==> config.mk <==
export PLATFORM = sky130hd
export DESIGN_NAME = signed_int_to_decimal_ascii
export DESIGN_NICKNAME = d
export VERILOG_FILES = /design/src/sv/s2d_pkg.sv /design/src/sv/signed_int_to_decimal_ascii.sv /design/src/sv/s2d_ctrl.sv /design/src/sv/s2d_dp.sv
export SDC_FILE = /design/constraint.sdc
export NUM_CORES = 1
export LEC_CHECK = 0
export BUFFER_PORTS_ARGS = -buffer_cell sky130_fd_sc_hd__buf_2
export CAP_MARGIN = 15
export CORE_MARGIN = 2
export CORE_UTILIZATION = 54
export CTS_BUF_LIST = sky130_fd_sc_hd__clkbuf_2
export CTS_CLUSTER_DIAMETER = 150
export DETAILED_ROUTE_END_ITERATION = 12
export PLACE_DENSITY = 0.77
export REMOVE_ABC_BUFFERS = 1
export SLEW_MARGIN = 25
export SYNTH_ARGS = -nofsm -noshare
export SYNTH_HDL_FRONTEND = slang
export SYNTH_SLANG_ARGS = --single-unit
==> constraint.sdc <==
create_clock -name clock -period 5.97 [get_ports clock]
set_clock_uncertainty 0.2 [all_clocks]
set_input_delay 0 -clock clock [delete_from_list [all_inputs] [get_ports clock]]
set_output_delay 0 -clock clock [all_outputs]
set_load 0.05 [all_outputs]
==> src/sv/s2d_pkg.sv <==
package s2d_pkg;

   // default width of the converted integer
   localparam int VALUE_BITS_DEFAULT = 32;

   // character codes
   localparam logic [7:0] CHAR_ZERO  = 8'h30;
   localparam logic [7:0] CHAR_MINUS = 8'h2D;

   // bits of one decimal digit and the add-3 threshold
   localparam int          DIGIT_BITS   = 4;
   localparam logic [3:0]  DABBLE_LIMIT = 4'd5;
   localparam logic [3:0]  DABBLE_ADD   = 4'd3;

   // controller states
   typedef enum logic [1:0] {
      ST_IDLE,
      ST_CONVERT,
      ST_SIGN,
      ST_EMIT
   } state_type;

   // commands from controller to datapath
   typedef struct packed {
      logic load;
      logic dabble;
      logic sign_out;
      logic digit_out;
      logic digit_last;
   } cmd_type;

endpackage

==> src/sv/signed_int_to_decimal_ascii.sv <==
// Converts one two's complement integer of VALUE_BITS bits to its decimal
// text, most significant character first: a leading '-' for negative values,
// no leading zeros, a single '0' for zero, and rsp_last high on the final
// character. The item is taken when start is high while busy is low. The
// magnitude goes through a shift-and-add-3 binary-to-BCD converter that takes
// one bit per cycle, then the sign step and then the digit positions (10 at
// 32 bits) are sent in turn; busy stays high until the last digit position
// is done, so a new item is taken only once the last one is through. Each
// character is on rsp_ch/rsp_last for exactly one cycle with rsp_valid high
// and cannot be held off, so the receiver must take every character as it
// comes; cycles that skip a leading zero carry no strobe.
module signed_int_to_decimal_ascii #(
   parameter int VALUE_BITS = s2d_pkg::VALUE_BITS_DEFAULT
) (
   input  logic                  clock,
   input  logic                  reset,
   input  logic                  start,
   output logic                  busy,
   input  logic [VALUE_BITS-1:0] req_value,
   output logic                  rsp_valid,
   output logic [7:0]            rsp_ch,
   output logic                  rsp_last
);
   import s2d_pkg::*;

   cmd_type cmd;

   // sequencing
   s2d_ctrl #(
      .VALUE_BITS (VALUE_BITS)
   ) u_ctrl (
      .clock (clock),
      .reset (reset),
      .start (start),
      .busy  (busy),
      .cmd   (cmd)
   );

   // conversion and character output
   s2d_dp #(
      .VALUE_BITS (VALUE_BITS)
   ) u_dp (
      .clock     (clock),
      .reset     (reset),
      .cmd       (cmd),
      .req_value (req_value),
      .rsp_valid (rsp_valid),
      .rsp_ch    (rsp_ch),
      .rsp_last  (rsp_last)
   );

endmodule

==> src/sv/s2d_ctrl.sv <==
module s2d_ctrl #(
   parameter int VALUE_BITS = 32
) (
   input  logic             clock,
   input  logic             reset,
   input  logic             start,
   output logic             busy,
   output s2d_pkg::cmd_type cmd
);
   import s2d_pkg::*;

   localparam int DigitCount = ((VALUE_BITS - 1) * 1233) / 4096 + 1;
   localparam int CntBits    = $clog2(VALUE_BITS);

   state_type            state_ff, state_in;
   logic [CntBits-1:0]   cnt_ff, cnt_in;
   logic                 cnt_zero;

   assign cnt_zero = (cnt_ff == '0);

   // next state
   always_comb begin
      state_in = state_ff;
      case (state_ff)
         ST_IDLE: begin
            if (start) state_in = ST_CONVERT;
         end
         ST_CONVERT: begin
            if (cnt_zero) state_in = ST_SIGN;
         end
         ST_SIGN: begin
            state_in = ST_EMIT;
         end
         ST_EMIT: begin
            if (cnt_zero) state_in = ST_IDLE;
         end
         default: begin
            state_in = ST_IDLE;
         end
      endcase
   end

   // step counter: bit steps, then digit positions
   always_comb begin
      cnt_in = cnt_ff;
      case (state_ff)
         ST_IDLE: begin
            if (start) cnt_in = CntBits'(VALUE_BITS - 1);
         end
         ST_CONVERT: begin
            if (cnt_zero) cnt_in = CntBits'(DigitCount - 1);
            else          cnt_in = cnt_ff - 1'b1;
         end
         ST_SIGN: begin
            cnt_in = cnt_ff;
         end
         ST_EMIT: begin
            cnt_in = cnt_ff - 1'b1;
         end
         default: begin
            cnt_in = '0;
         end
      endcase
   end

   // outputs
   always_comb begin
      busy           = 1'b1;
      cmd            = '0;
      case (state_ff)
         ST_IDLE: begin
            busy     = 1'b0;
            cmd.load = start;
         end
         ST_CONVERT: begin
            cmd.dabble = 1'b1;
         end
         ST_SIGN: begin
            cmd.sign_out = 1'b1;
         end
         ST_EMIT: begin
            cmd.digit_out  = 1'b1;
            cmd.digit_last = cnt_zero;
         end
         default: begin
            busy = 1'b1;
         end
      endcase
   end

   // state registers
   always_ff @(posedge clock) begin
      if (reset) begin
         state_ff <= ST_IDLE;
         cnt_ff   <= '0;
      end else begin
         state_ff <= state_in;
         cnt_ff   <= cnt_in;
      end
   end

endmodule

==> src/sv/s2d_dp.sv <==
module s2d_dp #(
   parameter int VALUE_BITS = 32
) (
   input  logic                  clock,
   input  logic                  reset,
   input  s2d_pkg::cmd_type      cmd,
   input  logic [VALUE_BITS-1:0] req_value,
   output logic                  rsp_valid,
   output logic [7:0]            rsp_ch,
   output logic                  rsp_last
);
   import s2d_pkg::*;

   localparam int DigitCount = ((VALUE_BITS - 1) * 1233) / 4096 + 1;
   localparam int BcdBits    = DigitCount * DIGIT_BITS;

   logic [VALUE_BITS-1:0] mag_ff, mag_in;
   logic [BcdBits-1:0]    bcd_ff, bcd_in;
   logic [BcdBits-1:0]    bcd_adj;
   logic                  neg_ff, neg_in;
   logic                  started_ff, started_in;
   logic                  rsp_valid_ff, rsp_valid_in;
   logic [7:0]            rsp_ch_ff, rsp_ch_in;
   logic                  rsp_last_ff, rsp_last_in;
   logic [3:0]            top_digit;

   assign top_digit = bcd_ff[BcdBits-1 -: DIGIT_BITS];

   // add 3 to every digit of 5 or more before the shift
   always_comb begin
      for (int i = 0; i < DigitCount; i++) begin
         if (bcd_ff[i*DIGIT_BITS +: DIGIT_BITS] >= DABBLE_LIMIT)
            bcd_adj[i*DIGIT_BITS +: DIGIT_BITS] =
               bcd_ff[i*DIGIT_BITS +: DIGIT_BITS] + DABBLE_ADD;
         else
            bcd_adj[i*DIGIT_BITS +: DIGIT_BITS] = bcd_ff[i*DIGIT_BITS +: DIGIT_BITS];
      end
   end

   // load, convert and emit
   always_comb begin
      mag_in       = mag_ff;
      bcd_in       = bcd_ff;
      neg_in       = neg_ff;
      started_in   = started_ff;
      rsp_valid_in = 1'b0;
      rsp_ch_in    = rsp_ch_ff;
      rsp_last_in  = rsp_last_ff;
      if (cmd.load) begin
         neg_in     = req_value[VALUE_BITS-1];
         mag_in     = req_value[VALUE_BITS-1] ? (~req_value + 1'b1) : req_value;
         bcd_in     = '0;
         started_in = 1'b0;
      end
      if (cmd.dabble) begin
         {bcd_in, mag_in} = {bcd_adj, mag_ff} << 1;
      end
      if (cmd.sign_out) begin
         rsp_valid_in = neg_ff;
         rsp_ch_in    = CHAR_MINUS;
         rsp_last_in  = 1'b0;
      end
      if (cmd.digit_out) begin
         bcd_in = bcd_ff << DIGIT_BITS;
         // leading zeros are dropped, the units digit always goes out
         if ((top_digit != 4'd0) || started_ff || cmd.digit_last) begin
            rsp_valid_in = 1'b1;
            rsp_ch_in    = CHAR_ZERO + {4'd0, top_digit};
            rsp_last_in  = cmd.digit_last;
            started_in   = 1'b1;
         end
      end
   end

   // strobe register
   always_ff @(posedge clock) begin
      if (reset) rsp_valid_ff <= 1'b0;
      else       rsp_valid_ff <= rsp_valid_in;
   end

   // data registers
   always_ff @(posedge clock) begin
      mag_ff      <= mag_in;
      bcd_ff      <= bcd_in;
      neg_ff      <= neg_in;
      started_ff  <= started_in;
      rsp_ch_ff   <= rsp_ch_in;
      rsp_last_ff <= rsp_last_in;
   end

   assign rsp_valid = rsp_valid_ff;
   assign rsp_ch    = rsp_ch_ff;
   assign rsp_last  = rsp_last_ff;

endmodule

==> metrics.md, run 1 <==
| Metric | Value |
|---|---|
| Pwr Density | 473 mW/mm^2 |
| 1st-iter DRT viols | 255 |
| Final critical-path required period | 3.14 ns |
| CORE AREA | 0.00968 sq mm |
| Antenna-violating nets left | 0 |
| TritonCTS Buffers | 9 |
| Synth Register Bits | 91 |
| FFs w/ async S/R, synth | 0 |
| Vias per cell | 5.66 |
| Fillcell total | 754 |
| Status | finished clean |
| Initial antenna violation count | 0 |
| H-tree Lvls | 3 |
| Crit Path Class | in2reg |
| Most frequent CP cell | dlygate4sd3_1 |
| Ranking of synthesized cells by area | edfxtp_1 (38%), dfxtp_1 (8.6%), ha_1 (6.6%) |
| Clk_lat worst skew | 0.52 ns |
| Fraction of layout cells with a size suffix above 1 | 0.116 |
| Worst EP required | 6.01 ns |
| Netlist cell types | 50 |
| Initial Util | 0.550 |
| Setup crit start kind | primary input |
| Pre-Repair DR Iteration Count | 5 |
| Hpwl dp | 7200 microns |
| Simple-Gate Fraction of Synth Area | 0.160 |
| Family with the most delay on the worst path | buffers and inverters |
| Clock Tree Buf Depth | 2 |
| Critical Path AT | 3.18 ns |
| Cells after DPL | 715 |
| Final Non-Filler Cells | 789 |
| Layout area overhead | 19.9% |
| Site Rows | 36 |
| EDFF count, synth | 68 |
| Largest family of logic cells by synthesized area | compound AO/OA/AOI/OAI gates |
| CTS-repair resized insts | 0 |
| Slew Limit Fails | 0 |
| Fin nets | 714 |
| Final Hold Fails | 0 |
| Max VDD drop | 0.245 mV |
| Largest net degree at the start of global routing | 54 |
| CTS tree | done |
| Most common cell in the netlist | nand2_1 |
| Setup TNS Final | 0 ns |
| Hold Slack | 0.0548 ns |
| Final setup margin | 2.83 ns |
| Reg area | 0.00250 sq mm |
| Input/output buffers | 45 |
| Slowest stage cell, crit path | nor4b_1 |
| Ant. Diodes | 0 |
| Number of global-route vias before repair | 4301 |
| Root buf cell | clkbuf_2 |
| TritonCTS Sinks | 91 |
| Worst path buffer plus inverter count | 4 |
| Lkg Pwr | 2.45 nW |
| Drt drc | 0 |
| Crit-path cells | dlygate4sd3_1 -> buf_2 -> inv_1 -> ha_1 -> nor4b_1 -> nand3_1 -> o41ai_1 -> xor2_1 -> dlygate4sd3_1 -> o21ai_1 |
| Main synth FF type | edfxtp_1 |
| Synth Cell Area | 0.00533 sq mm |
| Area share of the largest cell type after synthesis | 0.383 |
| Synth Area in Adders | 0.0658 |
| RSZ-0062 raised after global routing | no |
| Synth Area per Inst | 9.60 sq um |
| Max_cap viols | 0 |
| Worst hold path class | in2reg |
| Post-place setup slack | 3.42 ns |
| Ports | 46 |
| Post-synth top cells | nand2_1 (81), edfxtp_1 (68), o21ai_0 (65) |
| GP Congestion | 0.761 |
| Fmax achieved | 319 MHz |
| Xor/xnor share of the synthesized area | 0.0724 |
| Post-synthesis mux area share | 0.00376 |
| Sequential share of the synthesized area | 0.470 |
| Drt wl/cell | 15.0 microns |
| Gr usage total | 0.227 |
| Final period utilization | 0.526 |
| First-pass GRT wire length | 19300 microns |
| Max-slew headroom | 0.454 |
| Gate count of the mapped netlist | 555 |
| Die height | 103 microns |
| CP endpoint kind | flop |
| Die width | 103 microns |
| Yosys warns | 0 |
| Worst-path maximum fanout | 6 |
| Leading area contributor after synthesis | edfxtp_1 |
| Worst Max-Slew Pin Slew | 0.819 ns |
| Synth Area in Compound Gates | 0.188 |
| Final setup viols | 0 |
| Delay of the slowest critical-path stage | 0.67 ns |
| Total congestion overflow | 0 |
| Post-Route WL | 11800 microns |
| Multi-input combinational cell area | 0.00261 sq mm |
| DIE AREA | 0.0107 sq mm |
| Via Count | 4463 |
| Clock-pin slew on the worst setup and hold paths | 0.26 ns |
[path summary, 6_finish.rpt]
kind | startpoint | end | slack [ns] | depth (start not counted)
setup / recovery | req_value[0] | u_dp.mag_ff[22]$_DFFE_PP_ | 2.83 | 10
hold / removal | reset | u_ctrl.state_ff[1]$_SDFFE_PP0P_ | 0.05 | 3
setup reg to reg | u_ctrl.state_ff[0]$_SDFFE_PP0P_ | u_dp.mag_ff[31]$_DFFE_PP_ | 3.30 | 7
hold reg to reg | u_dp.rsp_ch[4]$_DFF_P_ | u_dp.rsp_ch[4]$_DFF_P_ | 0.27 | 2
[power by group]
group	internal, mW	switching [mW]	total [mW]
Clock	0.143	0.205	0.348
Sequential	1.11	0.211	1.32
Combinational	0.492	0.862	1.35
Total	1.74	1.28	3.02
[per-stage QoR]
step                utilization  power [mW]  instance area (sq um)
detailed placement        0.585        2.63                   5670
global placement          0.585        2.54                   5670
CTS                       0.660        3.01                   6390
global route              0.660        3.27                   6390
floorplan                     -        2.27                   5240
finish                    0.660        3.02                   6390
[worst min-delay path: stages]
cell	delay (ns)
dlygate4sd3_1	0.52
buf_2	0.19
nor2_1	0.06
[cell type report]
type / instances / area share
Multi-Input combinational cell: 407 / 0.408
Sequential cell: 91 / 0.392
Timing Repair Buffer: 108 / 0.132
Tap cell: 133 / 0.0261
Inverter: 34 / 0.0200
Clock inverter: 6 / 0.0139
Clock buffer: 10 / 0.00784
[cells by family after synthesis]
kind of cell	Yosys count
buf+inv	57
mux	2
fa+ha+maj	28
xor+xnor	44
simple gates	168
compound gates	165
flops	91
[per-layer routing]
| layer | share of wire | vias up | wire, microns | GRT usage |
|---|---|---|---|---|
| met5 | 0 | - | 0 | 0 |
| met3 | 0.053 | 17 | 630 | 0.0397 |
| met4 | 0.012 | 0 | 139 | 0.0810 |
| met2 | 0.52 | 155 | 6110 | 0.403 |
| li1 | - | 2187 | - | - |
| met1 | 0.42 | 2104 | 4960 | 0.278 |
[cell usage in the layout, fill, tap and decap left out, types with 4 or more instances in the layout]
cell type	count
nand2_1	81
edfxtp_1	68
o21ai_0	65
dlygate4sd3_1	58
buf_2	45
inv_1	34
a21oi_1	34
xor2_1	33
ha_1	28
o31ai_1	24
nor2_1	23
dfxtp_1	23
nand2b_1	15
o21ai_1	11
xnor2_1	11
nor3b_1	10
clkbuf_2	10
nor2b_1	9
o41ai_1	6
o32ai_1	5
a22oi_1	5
buf_4	5
nand3b_1	4
a31oi_1	4
[state kept, by name, summed over array words and instances (netlist names)]
name	cells
u_dp.mag_ff	32
u_dp.rsp_last	1
u_dp.rsp_ch	8
u_dp.started_ff	1
u_dp.neg_ff	1
u_dp.rsp_valid	1
u_ctrl.cnt_ff	5
u_dp.bcd_ff	40
u_ctrl.state_ff	2
[repair_timing]
item                                   CTS  global route
setup buffers                            0             0
hold buffers                            58             0
endpoints found under the hold margin   44             0
Note: power is estimated with default switching activity, not from simulation.
==> inputs of run 2 (changes only) <==
Clock period 5.97 ns to 3.1 ns, I/O delays scaled along.
==> run 2 against run 1 <==
Critical path depth did not move. Global-route usage up 0.63 points. Power rose by 93%. Critical path type unchanged.
==> metrics.md, run 2 (synthesis gave the netlist of run 1 again) <==
| Metric | Value |
|---|---|
| 1st-iter DRT viols | 214 |
| Fillcell total | 731 |
| R2r startpoint | u_ctrl.state_ff[0]$_SDFFE_PP0P_ |
| CORE AREA | 0.00968 sq mm |
| First-pass GRT wire length | 19700 microns |
| Post-cts hold buffer count | 64 |
| Clk_lat worst skew | 0.56 ns |
| Commonest non-fill, non-tap cell in the layout | nand2_1 |
| Status | finished clean |
| Number of global-route vias before repair | 4411 |
| H-tree Lvls | 3 |
| Root buf cell | clkbuf_2 |
| R2r setup slk | 0.79 ns |
| Die width | 103 microns |
| Final period utilization | 0.948 |
| Input/output buffers | 45 |
| Most frequent cells in the layout | nand2_1 (81), edfxtp_1 (68), o21ai_0 (65), dlygate4sd3_1 (64), buf_2 (45) |
| Worst hold path class | in2reg |
| Fin nets | 724 |
| Drt wl/cell | 15.3 microns |
| WHS Path Cells | 6 |
| Hold EP | u_dp.mag_ff[0]$_SDFFE_PP0P_ |
| Sw Ratio | 0.439 |
| Final critical-path required period | 2.94 ns |
| Gr usage total | 0.233 |
| Lkg Pwr | 2.48 nW |
| RSZ-0062 raised after global routing | no |
| Sw Pwr | 2.56 mW |
| Clock-pin slew on the worst setup and hold paths | 0.29 ns |
| Hold Slack | 0.228 ns |
| Initial antenna violation count | 0 |
| FF-to-FF path depth | 4 |
| Hold Path Origin | start |
| Ports | 46 |
| Fraction of layout cells with a size suffix above 1 | 0.120 |
| GP Congestion | 0.814 |
| CP endpoint kind | flop |
| R2R Path End | u_dp.bcd_ff[17]$_DFFE_PP_ |
| Antenna-violating nets left | 0 |
| Largest reg by FF count | u_dp.bcd_ff |
| Largest net degree at the start of global routing | 43 |
| Max reg flops | 40 |
| Total congestion overflow | 0 |
| Slew Limit Fails | 0 |
| Pwr Density | 901 mW/mm^2 |
| Crit Path Class | in2reg |
| Via Count | 4561 |
| Drt drc | 0 |
| Clock Tree Buf Depth | 2 |
| Max VDD drop | 0.458 mV |
| Pwr Total | 5.82 mW |
| Layout area overhead | 21.3% |
| DIE AREA | 0.0107 sq mm |
| Hpwl dp | 7510 microns |
| Max-slew headroom | 0.551 |
| Final Hold Fails | 0 |
| Initial Util | 0.550 |
| Fmax achieved | 340 MHz |
| Sequential power share | 0.437 |
| CTS tree | done |
| Ant. Diodes | 0 |
| Setup crit start kind | primary input |
| Clock power frac | 0.102 |
| TritonCTS Buffers | 9 |
| Die height | 103 microns |
| Worst-path maximum fanout | 6 |
| Site Rows | 36 |
| Worst Max-Slew Pin Slew | 0.664 ns |
| Vias per cell | 5.71 |
| Final setup viols | 0 |
| Post-Route WL | 12200 microns |
| Fin util | 0.667 |
| Pre-Repair DR Iteration Count | 5 |
| Internal | 3.27 mW |
| TritonCTS Sinks | 91 |
| CTS-repair resized insts | 0 |
| Post-CTS setup buffer count | 0 |
| Max_cap viols | 0 |
| Comb pwr share | 0.461 |
| Worst EP required | 3.22 ns |
| Critical Path AT | 3.06 ns |
[run 2: worst max path at each step]
stage                                          from                          end  slack, ns  cells past startpoint
floorplan           u_ctrl.state_ff[1]$_SDFFE_PP0P_  u_dp.bcd_ff[3]$_SDFFE_PP0P_       -0.1                      6
detailed placement                     req_value[0]    u_dp.mag_ff[22]$_DFFE_PP_       0.82                      8
global route                           req_value[0]    u_dp.mag_ff[22]$_DFFE_PP_       0.13                     10
CTS                                    req_value[0]    u_dp.mag_ff[20]$_DFFE_PP_       0.40                     10
finish                                 req_value[0]    u_dp.mag_ff[20]$_DFFE_PP_       0.16                     10
global placement                       req_value[0]    u_dp.mag_ff[22]$_DFFE_PP_       0.92                      8
[run 2: cell type report]
type	instances	area (sq um)	share of cell area
clock inverters	7	63.8	0.00988
well taps	133	166	0.0258
clock buffers	9	45.0	0.00697
multi-input cells	407	2610	0.404
inverters	34	128	0.0198
flip-flops and latches	91	2500	0.387
repair buffers	118	946	0.146
[run 2: critical path, stage by stage]
cell,delay (ns)
dlygate4sd3_1,0.55
buf_2,0.16
inv_1,0.07
ha_1,0.19
nor4b_1,0.57
nand3_1,0.32
o41ai_1,0.38
xor2_1,0.17
dlygate4sd3_1,0.57
o21ai_1,0.07
[run 2: metal layers]
layer  routed length (microns)  GRT usage  up-vias
li1                          -          -     2203
met1                      5010      0.277     2155
met2                      6290      0.428      176
met3                       668     0.0430       27
met4                       227     0.0719        0
met5                         0          0        -
[run 2: stage by stage]
stage | setup WS, ns | cell area (sq um) | cells | TNS (ns)
final | 0.161 | 6460 | 799 | 0
after global routing | 0.128 | 6460 | 799 | 0
after CTS | 0.405 | 6460 | 799 | 0
after detailed placement | 0.819 | 5710 | 719 | 0
after global placement | 0.921 | 5710 | 719 | 0
after floorplan | -0.0999 | 5240 | 532 | -0.0999
[run 2: power groups by stage]
stage,clock network [mW],logic (mW),registers [mW]
floorplan,0,1.76,2.61
global placement,0,2.45,2.53
detailed placement,0,2.58,2.57
CTS,0.604,2.66,2.54
global route,0.645,3.01,2.62
finish,0.592,2.69,2.54
